### config.mk
export PLATFORM = sky130hd
export DESIGN_NAME = lru_key_value_cache_top
export DESIGN_NICKNAME = d
export VERILOG_FILES = /design/src/design/lruc_pkg.sv /design/src/design/lruc_cmp.sv /design/src/design/lruc_store.sv /design/src/design/lru_key_value_cache_top.sv
export SDC_FILE = /design/constraint.sdc
export NUM_CORES = 1
export LEC_CHECK = 0
export BUFFER_PORTS_ARGS = -buffer_cell sky130_fd_sc_hd__buf_2
export CORE_UTILIZATION = 56
export CTS_BUF_LIST = sky130_fd_sc_hd__clkbuf_16
export CTS_CLUSTER_DIAMETER = 80
export DETAILED_ROUTE_END_ITERATION = 12
export GPL_ROUTABILITY_DRIVEN = 0
export PLACE_DENSITY = 0.81
export SLEW_MARGIN = 10
export SYNTH_ARGS = -nofsm -noshare
export SYNTH_HDL_FRONTEND = slang
export SYNTH_SLANG_ARGS = --single-unit
### constraint.sdc
create_clock -name clk -period 4.3 [get_ports clk]
set_input_delay 0.86 -clock clk [delete_from_list [all_inputs] [get_ports clk]]
set_output_delay 0.86 -clock clk [all_outputs]
set_load 0.005 [all_outputs]
### src/design/lruc_pkg.sv
package lruc_pkg;

	localparam int KEY_PORT_W   = 16;
	localparam int VALUE_PORT_W = 32;
	localparam int CAP_W        = 5;

	localparam logic [CAP_W-1:0] CAP_RESET = 5'd16;

	localparam logic OP_GET = 1'b0;
	localparam logic OP_PUT = 1'b1;

	typedef enum logic [2:0] {
		ST_IDLE,
		ST_SCAN,
		ST_DECIDE,
		ST_TOUCH,
		ST_FINISH
	} lruc_state_t;

	typedef struct packed {
		logic key_we;
		logic val_we;
		logic rank_we;
	} lruc_wr_t;

	typedef struct packed {
		logic eq;
		logic gt;
		logic lt;
	} lruc_cmp_t;

endpackage

### src/design/lruc_cmp.sv
module lruc_cmp #(
	parameter int KEY_BITS = 16,
	parameter int RANK_W   = 4
) (
	input  logic [KEY_BITS-1:0] key_a,
	input  logic [KEY_BITS-1:0] key_b,
	input  logic [RANK_W-1:0]   rank_a,
	input  logic [RANK_W-1:0]   rank_b,
	output lruc_pkg::lruc_cmp_t res
);

	always_comb begin
		res.eq = (key_a == key_b);
		res.gt = (rank_a > rank_b);
		res.lt = (rank_a < rank_b);
	end

endmodule

### src/design/lruc_store.sv
module lruc_store #(
	parameter int ENTRIES    = 16,
	parameter int KEY_BITS   = 16,
	parameter int VALUE_BITS = 32,
	parameter int IDX_W      = 4
) (
	input  logic                  clk,
	input  lruc_pkg::lruc_wr_t    wr,
	input  logic [IDX_W-1:0]      rd_addr,
	input  logic [IDX_W-1:0]      val_raddr,
	input  logic [IDX_W-1:0]      kv_waddr,
	input  logic [KEY_BITS-1:0]   key_wdata,
	input  logic [VALUE_BITS-1:0] val_wdata,
	input  logic [IDX_W-1:0]      rank_waddr,
	input  logic [IDX_W-1:0]      rank_wdata,
	output logic [KEY_BITS-1:0]   key_rdata,
	output logic [IDX_W-1:0]      rank_rdata,
	output logic [VALUE_BITS-1:0] val_rdata
);

	logic [KEY_BITS-1:0]   key_mem  [ENTRIES];
	logic [VALUE_BITS-1:0] val_mem  [ENTRIES];
	logic [IDX_W-1:0]      rank_mem [ENTRIES];

	always_ff @(posedge clk) begin
		if (wr.key_we) begin
			key_mem[kv_waddr] <= key_wdata;
		end
		key_rdata <= key_mem[rd_addr];
	end

	always_ff @(posedge clk) begin
		if (wr.val_we) begin
			val_mem[kv_waddr] <= val_wdata;
		end
		val_rdata <= val_mem[val_raddr];
	end

	always_ff @(posedge clk) begin
		if (wr.rank_we) begin
			rank_mem[rank_waddr] <= rank_wdata;
		end
		rank_rdata <= rank_mem[rd_addr];
	end

endmodule

### src/design/lru_key_value_cache_top.sv
// channel  | ports                              | handshake
// ---------+------------------------------------+-------------------------------
// request  | operation, key, write_value        | taken when start && !busy
// result   | hit, read_value                    | valid for the one cycle done=1
// config   | cfg_wdata (capacity)               | written when cfg_we=1
//
// A get that hits or any put makes one sweep over the key and rank memory to
// look up and one sweep over the rank memory to reorder; a get that misses
// makes only the lookup sweep.
// Reset clears the valid bits and occupancy and sets capacity to 16; no clearing pass.
// The result cannot be stalled; a new item is taken in the cycle done is high.
module lru_key_value_cache_top #(
	parameter int ENTRIES    = 16,
	parameter int KEY_BITS   = 16,
	parameter int VALUE_BITS = 32
) (
	input  logic                              clk,
	input  logic                              arst_n,
	input  logic                              start,
	output logic                              busy,
	input  logic                              operation,
	input  logic [lruc_pkg::KEY_PORT_W-1:0]   key,
	input  logic [lruc_pkg::VALUE_PORT_W-1:0] write_value,
	output logic                              done,
	output logic                              hit,
	output logic [lruc_pkg::VALUE_PORT_W-1:0] read_value,
	input  logic                              cfg_we,
	input  logic [lruc_pkg::CAP_W-1:0]        cfg_wdata
);

	localparam int IDX_W = (ENTRIES > 1) ? $clog2(ENTRIES) : 1;
	localparam int CNT_W = $clog2(ENTRIES + 1);
	localparam int CMP_W = (CNT_W > lruc_pkg::CAP_W) ? CNT_W : lruc_pkg::CAP_W;

	lruc_pkg::lruc_state_t state_q, state_d;

	logic [CNT_W-1:0]          cnt_q;
	logic                      rd_v_s1;
	logic [IDX_W-1:0]          idx_s1;
	logic [ENTRIES-1:0]        valid_q;
	logic [CNT_W-1:0]          occ_q;
	logic [lruc_pkg::CAP_W-1:0] cap_q;

	logic                      op_q;
	logic [KEY_BITS-1:0]       key_q;
	logic [VALUE_BITS-1:0]     val_q;

	logic                      hit_q, free_q, any_q;
	logic [IDX_W-1:0]          found_q, free_idx_q, best_q, target_q;
	logic [IDX_W-1:0]          hit_rank_q, ref_rank_q;
	logic                      age_all_q;

	logic                      accept;
	logic                      last;
	logic                      vld_s1;
	logic                      age;

	lruc_pkg::lruc_wr_t        wr;
	lruc_pkg::lruc_cmp_t       cmp;
	logic [KEY_BITS-1:0]       key_rdata;
	logic [IDX_W-1:0]          rank_rdata;
	logic [VALUE_BITS-1:0]     val_rdata;
	logic [IDX_W-1:0]          rank_wdata;

	logic [CMP_W-1:0]          cap_ext, eff_cap;
	logic                      have_free;
	logic [IDX_W-1:0]          tgt_d, old_d;
	logic                      age_all_d, insert_d;

	assign accept = start && !busy;
	assign last   = (cnt_q == CNT_W'(ENTRIES));
	assign vld_s1 = valid_q[idx_s1];

	lruc_cmp #(
		.KEY_BITS (KEY_BITS),
		.RANK_W   (IDX_W)
	) u_cmp (
		.key_a  (key_rdata),
		.key_b  (key_q),
		.rank_a (rank_rdata),
		.rank_b (ref_rank_q),
		.res    (cmp)
	);

	lruc_store #(
		.ENTRIES    (ENTRIES),
		.KEY_BITS   (KEY_BITS),
		.VALUE_BITS (VALUE_BITS),
		.IDX_W      (IDX_W)
	) u_store (
		.clk        (clk),
		.wr         (wr),
		.rd_addr    (cnt_q[IDX_W-1:0]),
		.val_raddr  (found_q),
		.kv_waddr   (tgt_d),
		.key_wdata  (key_q),
		.val_wdata  (val_q),
		.rank_waddr (idx_s1),
		.rank_wdata (rank_wdata),
		.key_rdata  (key_rdata),
		.rank_rdata (rank_rdata),
		.val_rdata  (val_rdata)
	);

	always_comb begin
		cap_ext = CMP_W'(cap_q);
		if (cap_ext == '0) begin
			eff_cap = CMP_W'(1);
		end else if (cap_ext > CMP_W'(ENTRIES)) begin
			eff_cap = CMP_W'(ENTRIES);
		end else begin
			eff_cap = cap_ext;
		end
		have_free = (CMP_W'(occ_q) < eff_cap) && free_q;
	end

	always_comb begin
		tgt_d     = best_q;
		old_d     = ref_rank_q;
		age_all_d = 1'b0;
		insert_d  = 1'b0;
		priority if (hit_q) begin
			tgt_d = found_q;
			old_d = hit_rank_q;
		end else if (have_free) begin
			tgt_d     = free_idx_q;
			age_all_d = 1'b1;
			insert_d  = 1'b1;
		end else if (!any_q) begin
			tgt_d     = '0;
			age_all_d = 1'b1;
			insert_d  = 1'b1;
		end
	end

	assign age = vld_s1 && (age_all_q || cmp.lt);

	always_comb begin
		state_d = state_q;
		unique case (state_q)
			lruc_pkg::ST_IDLE: begin
				if (start) begin
					state_d = lruc_pkg::ST_SCAN;
				end
			end
			lruc_pkg::ST_SCAN: begin
				if (last) begin
					state_d = lruc_pkg::ST_DECIDE;
				end
			end
			lruc_pkg::ST_DECIDE: begin
				if (hit_q || op_q == lruc_pkg::OP_PUT) begin
					state_d = lruc_pkg::ST_TOUCH;
				end else begin
					state_d = lruc_pkg::ST_FINISH;
				end
			end
			lruc_pkg::ST_TOUCH: begin
				if (last) begin
					state_d = lruc_pkg::ST_FINISH;
				end
			end
			lruc_pkg::ST_FINISH: begin
				state_d = start ? lruc_pkg::ST_SCAN : lruc_pkg::ST_IDLE;
			end
			default: state_d = lruc_pkg::ST_IDLE;
		endcase
	end

	always_comb begin
		busy       = 1'b1;
		done       = 1'b0;
		wr         = '0;
		rank_wdata = rank_rdata + IDX_W'(1);
		unique case (state_q)
			lruc_pkg::ST_IDLE: begin
				busy = 1'b0;
			end
			lruc_pkg::ST_SCAN: begin
			end
			lruc_pkg::ST_DECIDE: begin
				wr.key_we = (op_q == lruc_pkg::OP_PUT);
				wr.val_we = (op_q == lruc_pkg::OP_PUT);
			end
			lruc_pkg::ST_TOUCH: begin
				if (idx_s1 == target_q) begin
					rank_wdata = '0;
				end
				wr.rank_we = rd_v_s1 && ((idx_s1 == target_q) || age);
			end
			lruc_pkg::ST_FINISH: begin
				busy = 1'b0;
				done = 1'b1;
			end
			default: begin
			end
		endcase
	end

	assign hit        = hit_q;
	assign read_value = (hit_q && op_q == lruc_pkg::OP_GET) ?
		lruc_pkg::VALUE_PORT_W'(val_rdata) : '0;

	always_ff @(posedge clk or negedge arst_n) begin
		if (!arst_n) begin
			state_q <= lruc_pkg::ST_IDLE;
			cnt_q   <= '0;
			rd_v_s1 <= 1'b0;
			valid_q <= '0;
			occ_q   <= '0;
			cap_q   <= lruc_pkg::CAP_RESET;
			hit_q   <= 1'b0;
			free_q  <= 1'b0;
			any_q   <= 1'b0;
		end else begin
			state_q <= state_d;
			if (cfg_we) begin
				cap_q <= cfg_wdata;
			end
			rd_v_s1 <= (state_q == lruc_pkg::ST_SCAN || state_q == lruc_pkg::ST_TOUCH) && !last;
			if (accept) begin
				cnt_q  <= '0;
				hit_q  <= 1'b0;
				free_q <= 1'b0;
				any_q  <= 1'b0;
			end else if (state_q == lruc_pkg::ST_DECIDE) begin
				cnt_q <= '0;
				if (op_q == lruc_pkg::OP_PUT && !hit_q && insert_d) begin
					valid_q[tgt_d] <= 1'b1;
					occ_q          <= occ_q + CNT_W'(1);
				end
			end else if ((state_q == lruc_pkg::ST_SCAN || state_q == lruc_pkg::ST_TOUCH)
				&& !last) begin
				cnt_q <= cnt_q + CNT_W'(1);
			end
			if (state_q == lruc_pkg::ST_SCAN && rd_v_s1) begin
				if (vld_s1 && cmp.eq) begin
					hit_q <= 1'b1;
				end
				if (!vld_s1) begin
					free_q <= 1'b1;
				end
				if (vld_s1) begin
					any_q <= 1'b1;
				end
			end
		end
	end

	always_ff @(posedge clk) begin
		idx_s1 <= cnt_q[IDX_W-1:0];
		if (accept) begin
			op_q  <= operation;
			key_q <= KEY_BITS'(key);
			val_q <= VALUE_BITS'(write_value);
		end
		if (state_q == lruc_pkg::ST_SCAN && rd_v_s1) begin
			if (vld_s1 && cmp.eq && !hit_q) begin
				found_q    <= idx_s1;
				hit_rank_q <= rank_rdata;
			end
			if (!vld_s1 && !free_q) begin
				free_idx_q <= idx_s1;
			end
			if (vld_s1 && (!any_q || cmp.gt)) begin
				best_q     <= idx_s1;
				ref_rank_q <= rank_rdata;
			end
		end
		if (state_q == lruc_pkg::ST_DECIDE) begin
			target_q   <= tgt_d;
			ref_rank_q <= old_d;
			age_all_q  <= age_all_d;
		end
	end

endmodule
==> key figures <==
Run status
  • Outcome: finished, violations left
  • Failing checks: design-rule violations

Yosys
  • Ys Warns: 0
  • Post-synthesis sequential area ratio: between 70 and 80%
  • Post-synth top area cell: edfxtp_1
  • Top cell type's share of synthesized area: between 70% and 80%
  • Flip-flop and latch count after synthesis: about 1,000
  • Syn nets: around 1,700
  • Dominant cells by area after synthesis: edfxtp_1 73%, mux4_2 16%, dfxtp_1 3.0%
  • Ys async rst share: under 10%
  • Most frequent cell after synthesis: edfxtp_1
  • Post-synth top cells: 906 x edfxtp_1, 265 x mux4_2, 56 x dfxtp_1
  • Post-synthesis cell area: around 37,000 µm²
  • Number of synthesized flops with an enable pin: around 910
  • Syn Inst Count: 1,623
  • Mean Syn Cell Area: between 20 and 25 µm²
  • Synth Flop Type: edfxtp_1
  • Post-synth cell types: between 50 and 60

Clock tree
  • Clock root cell: clkbuf_16
  • CTS buffer count: between 90 and 100
  • CTS sink cnt: about 1,000
  • Clk_lat worst skew: roughly 0.65 ns
  • H-tree levels: 3
  • Hold buffer count at cts: 0
  • Worst-path clk slew: approximately 0.06 ns
  • CTS max path bufs: 3
  • Setup Fix Bufs, Post-CTS: 0
  • Cts repair resizes: 0
  • CTS tree: yes

Detailed routing
  • Antenna Nets Post-Route: 0
  • Via density: 6.34
  • Final WL: 81.6 mm
  • WL/cell: between 20 and 30 µm
  • Via count: around 17,000
  • First drt pass iteration count: 11
  • DRC Markers: 2
  • Starting DRT DRC Count: ~1,800

Critical path
  • Flop2flop setup slack: around 0.6 ns
  • Endpoint class of the critical path: flip-flop
  • Crit start category: flip-flop
  • FF-to-FF End: u_store.key_mem[6][9]
  • Reg2Reg Depth: 10
  • Worst-path maximum fanout: 19
  • Worst Path Required: 4.63 ns
  • CP Cell Sequence: inv_1, nand2_1, ha_1, a21oi_1, o211a_1, and3_2, o31a_1, or3b_1, nor2_4, buf_12
  • Critical Path AT: just over 4 ns
  • Slowest-stage cell, CP: nor2_4
  • Worst Setup SP: cap_ext[4]
  • FF-to-FF Start: cap_ext[4]
  • Crit-path max cell delay: roughly 0.60 ns
  • WS Path Type: flip-flop to flip-flop

Floorplanning
  • Initial Utilization: 56.7%
  • Chip Height: roughly 260 µm
  • Die width: approximately 260 µm
  • I/O Pins: 93
  • Core area: 66,000 µm²
  • Row count: 94
  • Total die area: 67,900 µm²

Placed design
  • Area after DPL: 39,500 µm²
  • Pre-CTS setup slack: roughly 0.65 ns
  • Port-buffer cells: between 90 and 100
  • Placed cells: roughly 2,600
  • Dpl hpwl: roughly 44 mm

Timing
  • Setup violations, final: 0
  • Worst Tran Pin Value: 1.17 ns
  • Setup ws final: approximately 0.6 ns
  • Max Slew Vio Count: 0
  • Rel. slew slack: 21.5%
  • Hold Fails Final Rpt: 0
  • F_max: 0.269 GHz
  • RSZ-0062 raised after global routing: no
  • Tmin final: around 3.7 ns
  • Skew final: around 0.024 ns
  • Tcrit/Tclk final: between 80 and 90%

GRT
  • First-pass GRT wire length: between 100 and 150 mm
  • Antenna violations before repair: 1
  • GR Overflow Total: 0
  • Total track usage: 24.8%
  • Largest net degree at the start of global routing: ~130
  • Vias in the first global route: about 18,000

Layout
  • # nets final: roughly 1,900
  • Core Util, Final: between 60% and 70%
  • Area grow syn2layout: 13.7%
  • Layout cells sized above 1: between 30 and 40%
  • Fillers: 3,996
  • # diodes: 0
  • Final instance area: 42,500 µm²
  • Post-Layout Cell Count: between 2,000 and 3,000

Power and ir drop
  • Final Total Pwr: around 23 mW
  • Pwr/cell area: roughly 550 nW/µm²
  • Leakage: roughly 14 nW
  • Peak VDD IR: 0.421 mV

Job
  • Max Cap Viol: 0

Hold path
  • Worst hold path class: input pin to async pin
cells in the final DEF, fill, tap and decap left out, types with 16 or more instances in the layout:
cell | synthesis | layout
edfxtp_1 | 906 | 906
mux4_2 | 265 | 265
clkbuf_16 | 0 | 96
buf_2 | 14 | 92
dfxtp_1 | 56 | 56
inv_1 | 14 | 41
and2_1 | 35 | 35
dfrtp_1 | 37 | 35
nand2_1 | 30 | 30
buf_4 | 0 | 25
nor2_1 | 40 | 24
buf_12 | 0 | 24
xor2_1 | 22 | 22
clkinv_2 | 0 | 19
clkinv_1 | 0 | 19
nor2_4 | 0 | 16
logic make-up after synthesis:
kind of cell             count (synthesis)  share of synthesized area [%]
AO/OA/AOI/OAI                           45                          0.936
XOR/XNOR                                30                          0.702
adder cells (fa/ha/maj)                 12                          0.401
buffers and inverters                   87                          0.940
flip-flops                            1000                           78.2
multiplexers                           273                           16.2
AND/OR/NAND/NOR                        176                           2.58
layer usage:
| metal | vias up | track usage [%] | wire length [µm] |
|---|---|---|---|
| li1 | 7108 | - | - |
| met1 | 9138 | 32.0 | 30300 |
| met2 | 926 | 41.7 | 42200 |
| met3 | 184 | 4.56 | 5810 |
| met4 | 0 | 10.5 | 3250 |
| met5 | - | 0 | 0 |
through the flow:
stage                     hold slack, ns  TNS, ns
after detailed placement           0.446        0
after floorplan                    0.345  -147.17
final                              0.324        0
after global routing               0.351        0
after global placement             0.433        0
after CTS                          0.329        0
cell type report:
type,count,area [µm²],share of cell area [%]
clock inverter,85,676,1.59
tap,864,1080,2.54
sequential,1000,29300,68.8
inverter,14,52.6,0.124
multi-input combinational,536,7920,18.6
clock buffer,96,2400,5.65
timing repair buffer,141,1130,2.65
flip-flops by register name, summed over array words and instances, names as in the netlist, 5 cells and up:
| signal | flops |
|---|---|
| u_store.key_mem | 256 |
| u_store.rank_mem | 64 |
| key_q | 16 |
| cap_ext | 5 |
| cnt_q | 5 |
| u_store.val_rdata | 32 |
| valid_q | 16 |
| val_q | 32 |
| u_store.key_rdata | 16 |
| u_store.val_mem | 512 |
| occ_q | 5 |
power breakdown:
group	internal, mW	total, mW	switching, mW
clock	4.57	8.18	3.60
sequential	11.5	12.3	0.705
combinational	1.32	2.91	1.59
worst max path at each step:
stage	end	cells after the start
finish	u_store.key_mem[6][9]	10
global placement	u_store.val_mem[6][12]	10
global route	u_store.key_mem[7][9]	10
detailed placement	u_store.val_mem[6][12]	10
floorplan	u_store.key_mem[3][0]	9
CTS	u_store.key_mem[6][12]	10
worst max-delay path, delay by kind of cell, from the launching register on:
kind | cells | cell delay, ns
buf+inv | 2 | 0.34
compound gates | 3 | 0.76
fa+ha+maj | 1 | 0.23
simple gates | 4 | 1.50
flops | 1 | 0.54
Power figures use the tool's default switching activity.
